$ cat src/rtl/core/ssp_ram.sv
module ssp_ram #(
   parameter int WIDTH = 8,
   parameter int DEPTH = 16
) (
   input  logic                     clock,
   input  logic                     wr_en,
   input  logic [$clog2(DEPTH)-1:0] wr_addr,
   input  logic [WIDTH-1:0]         wr_data,
   input  logic                     rd_en,
   input  logic [$clog2(DEPTH)-1:0] rd_addr,
   output logic [WIDTH-1:0]         rd_data
);

   logic [WIDTH-1:0] mem_ff [DEPTH];

   // one write port, one registered read port
   always_ff @(posedge clock) begin
      if (wr_en) begin
         mem_ff[wr_addr] <= wr_data;
      end
      if (rd_en) begin
         rd_data <= mem_ff[rd_addr];
      end
   end

endmodule

$ cat config.mk
export PLATFORM = sky130hd
export DESIGN_NAME = ssp_ram
export DESIGN_NICKNAME = d
export VERILOG_FILES = /design/src/rtl/core/ssp_ram.sv
export SDC_FILE = /design/constraint.sdc
export NUM_CORES = 1
export LEC_CHECK = 0
export BUFFER_PORTS_ARGS = -buffer_cell sky130_fd_sc_hd__clkbuf_2
export CAP_MARGIN = 10
export CORE_UTILIZATION = 45
export DETAILED_ROUTE_END_ITERATION = 8
export GPL_TIMING_DRIVEN = 0
export MAX_ROUTING_LAYER = met4
export SYNTH_ARGS = -nofsm -noshare
export SYNTH_HDL_FRONTEND = slang
export SYNTH_SLANG_ARGS = --single-unit
$ cat constraint.sdc
create_clock -name clock -period 3.95 [get_ports clock]
set_input_delay 0.79 -clock clock [delete_from_list [all_inputs] [get_ports clock]]
set_output_delay 0.79 -clock clock [all_outputs]
set_load 0.02 [all_outputs]
## Yosys cells after proc, flatten, opt, wreduce, memory -nomap -nowiden

Memories as Yosys holds them, arrays and structs flattened. A register that Yosys moved wholly into a read port is not among the register bits.
Index checks and enable logic that the tools add are counted.

| word-level totals | value |
|---|---|
| bits in registers | 0 |
| RAM bits | 128 |
| output and inout port bits | 8 |
| word-level logic and storage cells | 3 |
| memories | 1 |

Memories:

| name | depth | bits a word | rd ports | clocked after Yosys merged registers in | write ports | RTL line | text |
|---|---|---|---|---|---|---|---|
| mem_ff | 16 | 8 | 1 | 1 | 1 | 14 | `logic [WIDTH-1:0] mem_ff [DEPTH];` |

| operators by class | value |
|---|---|
| mux-type cells | 2 |

Operators by type and width:

| operator | number |
|---|---|
| $mux 1 | 2 |

## Longest topological paths before layout

| depth | value |
|---|---|
| depth after elaboration | 2 |
| mapped depth | 5 |

## Worst setup path before layout

Ideal clock, no wire load.

| timing | value |
|---|---|
| path type | input to register |
| start | input wr_addr[2] |
| end | memory mem_ff[0][0] (enable) |
| library setup time | 383 ps |
| data arrival time | 1900 ps |
| slack | 1667 ps |
| stages on the path | 2 |
| buffers on the path | 0 |
| cells stage by stage | or3b_2 > nor3_1 |

RTL lines:

| item | RTL line | text |
|---|---|---|
| start: declaration | 7 | `input logic [$clog2(DEPTH)-1:0] wr_addr,` |
| end: declaration | 14 |  |

Straight into the memory's write port.

## Worst setup path in the final report

| timing | value |
|---|---|
| start | input wr_addr[2] |
| end | memory mem_ff[3][3] (enable) |

Straight into the memory's write port.

==> impl_metrics.toml <==
[run_status]
status = "finished clean"

[worst_setup_path]
slowest_delay_ns = 0.69
cp_slowest_cell = "nor2_1"
worstPathCellList = "clkbuf_2 > or3b_2 > nor2_1"
r2r_start = "mem_ff[6][0]$_DFFE_PP_"
r2r_cells = 3
cp.arrival_ns = 2.11
r2r_end = "rd_data[0]$_DFFE_PP_"
start_kind = "primary input"
crit_family = "simple AND/OR/NAND/NOR gates"
crit_fanout = 8
worst-path-buf-inv = 1
required_ns = 3.98
regToRegSetupSlack_ns = 2.34
end_kind = "flop"
worstSetupPathType = "in -> reg"

[cells_and_area]
final_nets = 296
fin_util_pct = 54.8
mostFrequentLayoutCell = "edfxtp_1"
diodes = 0
most-common-layout-cells = "edfxtp_1 (136), clkbuf_2 (25), mux4_2 (18)"
drive_above_1_share_pct = 28.7
syn2layout_area_growth_pct = 16.2

[power_and_ir_drop]
combPwrFrac_pct = 5.0
worst_ir_drop_vdd_uv = 256
p_per_area_nw_per_um2 = 523
power_switching_uw = 636
seqPwrFrac_pct = 51.5
internal_power_mw = 2.54
clkPwrFrac_pct = 43.5
p_leak_nw = 2.03
swShare_pct = 20.0
p_total_mw = 3.17

[place]
dp_slack_ns = 1.45
place_congestion = 0.680
io_buffers = 25
hpwl_mm = 5.99

[die]
io_pins = 27
die_w_um = 110
die_y_um = 110
core_area_um2 = 11100
dieArea_um2 = 12100
row_count = 38
initial_core_util_pct = 47.2

[clock_network]
cts_buffers = 17
ctsHoldBuffers = 0
root_buffer = "clkbuf_16"
tritoncts = "yes"
path_clk_slew_ns = 0.06
cts_setup_buffers = 0
clock_latency_ns = 0.41
ctsResizeCount = 0
cts_sinks = 136
cts-htree-levels = 4
clock_path_buffers = 2

[synth]
syn-num-nets = 248
syn_avg_cell_area_um2 = 22.8
ys_seq_area_share_pct = 78.1
synth_cell_types = 18
netlist_area_um2 = 5230
syn_inst = 229
ys_ff_latch = 136
yosys_warnings = 0

[sta]
slew_headroom_pct = 41.3
finalHoldViolCount = 0
rsz0062_at_grt = "false"
worst_slack_ns = 1.86
finalMaxSlewViolations = 0
clock_skew_ns = 0.00699
worstMarginPinSlew_ns = 0.877
timing.fmax_mhz = 479
setup_tns_ns = 0
setup_violations = 0
layout_min_cycle_time_ns = 2.09
period_share_pct = 52.8

[min_path]
min_path_type = "in -> reg"
holdCritStartpoint = "rd_en"
hold_depth = 1
min_to = "rd_data[4]$_DFFE_PP_"

[route]
viasPerCell = 5.50
ant_nets = 0
drc_errors = 0
vias = 2361
first_pass_iters = 5
drt-initial-drc-count = 114
routed_wirelength_mm = 9.53
wire_per_inst_um = 22.2

[flow_run]
drv_cap = 0

[global_route]
antenna_found_initial = 0
grt.overflow.total = 0
grt_pass1_vias = 2391
grt_usage_pct = 18.5
grt_pass1_wl_mm = 14.2
grt_max_degree = 17
metal layers:
metal	track usage, %	wire length [um]	vias up
met5	-	0	-
met4	6.86	117	0
met3	4.68	574	11
met2	25.6	4350	75
met1	26.7	4490	1200
li1	-	-	1075
worst register-to-register path, delay by kind of cell (launching register included):
kind	cells	cell delay (ns)
flip-flops	1	0.37
multiplexers	1	0.55
AND/OR/NAND/NOR	1	0.09
AO/OA/AOI/OAI	1	0.33
cell usage after synthesis (all sizes together):
library cell   number  area [um2]
a22oi              16         120
and2                1        6.26
and2b               1        7.51
buf                 7        56.3
clkdlybuf4s25       3        30.0
edfxtp            136        4080
mux4               32         773
nand2               9        33.8
nand2b              2        12.5
nand3               1        5.00
nand3b              2        15.0
nor2               13        48.8
nor2b               1        6.26
nor3                4        20.0
or3b                1        8.76
cell families after synthesis:
| family | after synthesis | share of synthesized area [%] |
|---|---|---|
| flops | 136 | 78.1 |
| simple gates | 35 | 3.14 |
| mux | 32 | 14.8 |
| compound gates | 16 | 2.30 |
| buf+inv | 10 | 1.65 |
state kept, by name (all words and copies together) (netlist names):
name     count
mem_ff     128
rd_data      8
power groups by stage:
stage / combinational (mW) / clock, mW / sequential, mW
floorplan: 0.0821 / 0 / 1.67
global placement: 0.158 / 0 / 1.66
detailed placement: 0.161 / 0 / 1.66
CTS: 0.161 / 1.40 / 1.63
global route: 0.172 / 1.46 / 1.64
finish: 0.159 / 1.38 / 1.63
layout make-up:
| cell class | count | area [um2] |
|---|---|---|
| fill | 862 | 5000 |
| multi-input combinational | 83 | 1060 |
| sequential | 136 | 4080 |
| tap | 140 | 175 |
| clock inverter | 11 | 83.8 |
| timing repair buffer | 29 | 150 |
| clock buffer | 20 | 437 |
| buffer | 10 | 86.3 |
worst max path at each step:
stage | start | endpoint | slack (ns) | cells after the start
floorplan | wr_addr[2] | mem_ff[0][0]$_DFFE_PP_ | 1.67 | 2
global placement | wr_addr[2] | mem_ff[0][7]$_DFFE_PP_ | 1.10 | 3
detailed placement | wr_addr[2] | mem_ff[3][1]$_DFFE_PP_ | 1.45 | 3
CTS | wr_addr[2] | mem_ff[3][6]$_DFFE_PP_ | 1.88 | 3
global route | wr_addr[2] | mem_ff[1][5]$_DFFE_PP_ | 1.80 | 3
finish | wr_addr[2] | mem_ff[3][3]$_DFFE_PP_ | 1.86 | 3
per-stage QoR:
| step | area, um2 | hold WS, ns | instances |
|---|---|---|---|
| 2_1_floorplan | 5230 | 0.705 | 229 |
| 3_3_place_gp | 5530 | 0.736 | 394 |
| 3_5_place_dp | 5540 | 0.747 | 396 |
| 4_1_cts | 6060 | 0.760 | 427 |
| 5_1_grt | 6070 | 0.771 | 429 |
| 6_report | 6070 | 0.762 | 429 |
No activity file was read; power rests on OpenSTA's default activity.
