[src/rtl/core/ssp_pkg.sv]
package ssp_pkg;

   // graph capacity
   localparam int MAX_VERTICES = 64;
   localparam int MAX_EDGES    = 256;
   localparam int WEIGHT_BITS  = 16;

   // fixed field widths
   localparam int VIDX_BITS  = 6;
   localparam int VCNT_BITS  = 7;
   localparam int DIST_BITS  = 22;
   localparam int EADDR_BITS = $clog2(MAX_EDGES);
   localparam int ECNT_BITS  = $clog2(MAX_EDGES + 1);
   localparam int SUM_BITS   = ((DIST_BITS > WEIGHT_BITS) ? DIST_BITS : WEIGHT_BITS) + 1;
   localparam int EDGE_BITS  = 2 * VIDX_BITS + WEIGHT_BITS;

   localparam logic [DIST_BITS-1:0] DIST_MAX = {DIST_BITS{1'b1}};

   // command codes carried in req_tuser
   typedef enum logic [1:0] {
      CMD_CLEAR = 2'd0,
      CMD_ADD   = 2'd1,
      CMD_RUN   = 2'd2,
      CMD_NONE  = 2'd3
   } ssp_cmd_type;

   // result error codes
   localparam logic [1:0] ERR_OK       = 2'd0;
   localparam logic [1:0] ERR_OVERFLOW = 2'd1;
   localparam logic [1:0] ERR_START    = 2'd2;

   // register index of vertex_count
   localparam logic REG_VERTEX_COUNT = 1'b0;

   localparam logic [VCNT_BITS-1:0] VCOUNT_RESET = VCNT_BITS'(MAX_VERTICES);

   typedef enum logic [3:0] {
      ST_IDLE,
      ST_MIN_RD,
      ST_MIN_CMP,
      ST_MARK,
      ST_REL_RD,
      ST_REL_CHK,
      ST_REL_UPD,
      ST_OUT_RD,
      ST_OUT_LOAD,
      ST_OUT_SEND,
      ST_ERR_SEND
   } ssp_state_type;

endpackage

[src/rtl/core/ssp_alu.sv]
module ssp_alu import ssp_pkg::*; (
   input  logic                   add_en,
   input  logic [DIST_BITS-1:0]   op_a,
   input  logic [WEIGHT_BITS-1:0] op_b,
   input  logic [DIST_BITS-1:0]   op_c,
   output logic [DIST_BITS-1:0]   result,
   output logic                   less
);

   logic [SUM_BITS-1:0] sum;

   // saturating add when enabled (else pass the first operand), then compare against the third operand
   always_comb begin
      sum = SUM_BITS'(op_a) + SUM_BITS'(op_b);
      if (!add_en) begin
         result = op_a;
      end else if (sum > SUM_BITS'(DIST_MAX)) begin
         result = DIST_MAX;
      end else begin
         result = sum[DIST_BITS-1:0];
      end
      less = (result < op_c);
   end

endmodule

[config.mk]
export PLATFORM = sky130hd
export DESIGN_NAME = ssp_alu
export DESIGN_NICKNAME = d
export VERILOG_FILES = /design/src/rtl/core/ssp_pkg.sv /design/src/rtl/core/ssp_alu.sv
export SDC_FILE = /design/constraint.sdc
export NUM_CORES = 1
export LEC_CHECK = 0
export BUFFER_PORTS_ARGS = -buffer_cell sky130_fd_sc_hd__buf_4
export CELL_PAD_IN_SITES_DETAIL_PLACEMENT = 1
export CELL_PAD_IN_SITES_GLOBAL_PLACEMENT = 1
export CORE_MARGIN = 2
export CORE_UTILIZATION = 35
export DETAILED_ROUTE_END_ITERATION = 10
export GPL_TIMING_DRIVEN = 0
export PLACE_DENSITY_LB_ADDON = 0.25
export SLEW_MARGIN = 5
export SYNTH_ARGS = -nofsm -noshare
export SYNTH_HDL_FRONTEND = slang
export SYNTH_SLANG_ARGS = --single-unit
export TNS_END_PERCENT = 100
[constraint.sdc]
create_clock -name vclk -period 4.4
set_clock_uncertainty 0.1 [all_clocks]
set_input_delay 0.44 -clock vclk [all_inputs]
set_output_delay 0.44 -clock vclk [all_outputs]
set_load 0.01 [all_outputs]
After elaboration in Yosys (flattened, before gate mapping)
Cells that the tools add are included.
W data, S select, Z words.
{ "totals": {"ff_bits": 0, "wordCells": 5, "out_inout_bits": 23, "in_bits": 61} }
{ "op_classes": {"add_sub_neg": 1, "order_cmp": 2, "mux": 2} }
{ "op_table": {"columns": ["op", "n"], "rows": [
  ["$mux W22", 2],
  ["$add A22 B16 Y23", 1],
  ["$gt A23 B22 Y1 const B", 1],
  ["$lt A22 B22 Y1", 1]
]} }

Logic depth before layout (Yosys ltp)
{ "logic_depth": {"ltp_word": 5, "depth_mapped": 14, "depth_no_buf": 14} }

Worst setup path after synthesis
OpenSTA, ideal clock, no wires.
{ "synth_path": {"path_kind": "input to output", "start": "input port op_a[5]", "end": "output port less", "t_required_ns": 3.860, "cell_stages": 14, "path_buffers": 1, "arrival_ns": 3.356, "slack_ns": 0.504, "path_cell_list": "ha_1 -> buf_2 -> a211o_1 -> a211oi_1 -> a2111oi_2 -> nor3_2 -> a21o_1 -> mux2_4 -> ha_1 -> a21o_1 -> a21o_1 -> a221oi_1 -> o211ai_1 -> a21oi_1"} }
{ "synth_between": {"elab_chain_len": 5} }
{ "synth_lines": {"columns": ["item", "line", "rtl"], "rows": [
  ["start, declared", "ssp_alu.sv:3", "input logic [DIST_BITS-1:0] op_a,"],
  ["$add A22 B16 Y23 *", "ssp_alu.sv:14", "sum = SUM_BITS'(op_a) + SUM_BITS'(op_b);"],
  ["$gt A23 B22 Y1", "ssp_alu.sv:17", "end else if (sum > SUM_BITS'(DIST_MAX)) begin"],
  ["$mux W22 *", "ssp_alu.sv:17", null],
  ["$mux W22 *", "ssp_alu.sv:15", "if (!add_en) begin"],
  ["named net result[19]", "ssp_alu.sv:6", "output logic [DIST_BITS-1:0] result,"],
  ["$lt A22 B22 Y1 *", "ssp_alu.sv:22", "less = (result < op_c);"],
  ["end, declared", "ssp_alu.sv:7", "output logic less"]
]} }
The timed path passes the listed nets; every way through them passes the cells marked *.

Worst setup path after layout
{ "layout_path": {"start": "input port op_a[5]", "end": "output port less"} }
{ "layout_between": {"elab_chain_len": 5} }
{ "layout_lines": {"columns": ["item", "line"], "rows": [
  ["$add A22 B16 Y23", "ssp_alu.sv:14"],
  ["$gt A23 B22 Y1", "ssp_alu.sv:17"],
  ["$mux W22", "ssp_alu.sv:17"],
  ["$mux W22 *", "ssp_alu.sv:15"],
  ["$lt A22 B22 Y1 *", "ssp_alu.sv:22"]
]} }
Mark *: on every way between the ends. The rest lies on a longest branch, timed or not.

==> impl_metrics.ini <==
[min_path]
min_path_type = in -> out
min_from = op_a[0]

[route]
vias = 2433
post-route-drc-count = 0
drt_pass1_iterations = 4
via_per_inst = 5.74
wl_um = 6940
wl_per_cell_um = 16.4
final_antenna_net_count = 0
drt_iter0_drc = 117

[timing]
max_freq_ghz = 0.238
period_share_pct = 95.6
layout_setup_ws_ns = 0.193
slew_violations = 0
worstMarginPinSlew_ns = 0.571
relSlewSlack_pct = 61.9
rsz0062_at_grt = false
timing.final.crit_period_ns = 4.21
hold_violations = 0
finalSetupViolations = 0

[flow_run]
drv_cap = 0

[cells_and_area]
finalCoreUtilization_pct = 53.1
drive_gt1_share_pct = 35.6
fin_cells = 424
syn2layout_area_growth_pct = 43.7
nets = 455
clock_buffers = 0
num_antenna_cells = 0
regArea_sq_um = 0
seq_cells = 0
num-fill-cells = 674
multi_input_area_sq_mm = 0.00188

[floorplan]
start_util_pct = 36.9
die-area_sq_mm = 0.00610
pin_count = 84
dieWidth_um = 78.1
die_h_um = 78.1
rows = 26
core_sq_mm = 0.00520

[pwr]
p_per_area_mw_per_mm2 = 161
p_leak_uw = 0.00134
ir_drop_uv = 73.4

[synthesis]
syn-num-nets = 365
ys_seq_area_share_pct = 0
postSynthAreaPerCell_sq_um = 7.23
synth_top_area_cell = ha_1
yosys-top-cells-count = ha_1, inv_1, a21oi_1
netlist_top_cells_area = ha_1, a21oi_1, inv_1
yosys.cell_count.top_type = ha_1
synth_cells = 266
synthesis.area_sq_mm = 0.00192
synth_warnings = 0
post_synth_num_cell_types = 55
synth.top_cell.area_share_pct = 24.1

[global_routing]
grt_pass1_wl_um = 11500
grt_pass1_vias = 2467
grt_max_degree = 11
grt_overflow = 0
grt_usage_pct = 22.4
grt_antenna_before_repair = 0

[placed_design]
pre_cts_slack_ns = -0.133
hpwl_um = 5840
routabilityCongestion = 0.850
port_buffers = 83
dp.cells = 419

[setup_path]
critPathArrivalTime_ns = 3.67
setup.worst_path.start_class = primary input
crit_path_end_kind = primary output
path_max_fanout = 8
startpoint = op_a[5]
crit_type = in -> out
worstPathRequired_ns = 3.86

[outcome]
status = finished clean
[cell type report]
| cell class | count | area share (%) |
|---|---|---|
| multi-input cells | 232 | 68.0 |
| repair buffers | 88 | 23.9 |
| inverters | 26 | 3.53 |
| well taps | 70 | 3.17 |
| plain buffers | 8 | 1.40 |
[layer usage]
metal	wire, um	track usage, %	vias to the layer above
met3	373	1.15	4
met4	62	1.75	0
met2	3480	41.9	78
met1	3030	29.4	1163
li1	-	-	1188
met5	0	0	-
[placed cells by master, fill, tap and decap left out, drive strengths merged, types with 7 or more instances in the layout]
cell type,instances
ha,37
nor2,19
xor2,8
nand4,8
inv,26
nand2,17
a21oi,36
nand3,7
a31oi,8
a21o,10
buf,94
[critical path, stage by stage]
cell,delay (ns)
buf_4,0.11
ha_1,0.28
buf_4,0.17
a211o_4,0.35
a211oi_4,0.29
a2111oi_4,0.09
nor3_2,0.18
a21o_1,0.18
mux2_4,0.32
ha_4,0.22
a21o_1,0.17
a21o_1,0.18
a221oi_2,0.24
o211ai_1,0.14
a21oi_1,0.15
buf_4,0.14
[report_power, final]
| group | total, uW | switching, uW | internal (uW) |
|---|---|---|---|
| Clock | 0 | 0 | 0 |
| Sequential | 0 | 0 | 0 |
| Combinational | 444 | 238 | 206 |
[repair_timing]
item	in CTS	in global routing
hold buffers	0	0
pin swaps	1	5
gates resized for setup	1	15
setup endpoints to repair	1	1
buffers inserted	4	1
hold endpoints to repair	0	0
[stage by stage]
step / TNS, ns / cell area (sq um) / hold slack [ns] / power (uW)
floorplan: 0 / 1920 / 0.922 / 258
global placement: -0.120 / 2630 / 1.13 / 408
detailed placement: -0.133 / 2630 / 1.14 / 420
CTS: 0 / 2670 / 1.14 / 429
global route: 0 / 2760 / 1.16 / 490
finish: 0 / 2760 / 1.13 / 444
[final timing paths]
path | end | slack (ns) | depth (start not counted)
max | less | 0.19 | 16
min | result[0] | 1.13 | 4
[cell families after synthesis]
logic type | after synthesis | synth area share (%)
compound gates | 103 | 39.9
xor+xnor | 12 | 5.47
fa+ha+maj | 38 | 25.1
buf+inv | 34 | 6.96
mux | 5 | 2.99
simple gates | 74 | 19.5
(Power assumes the default switching activity.)
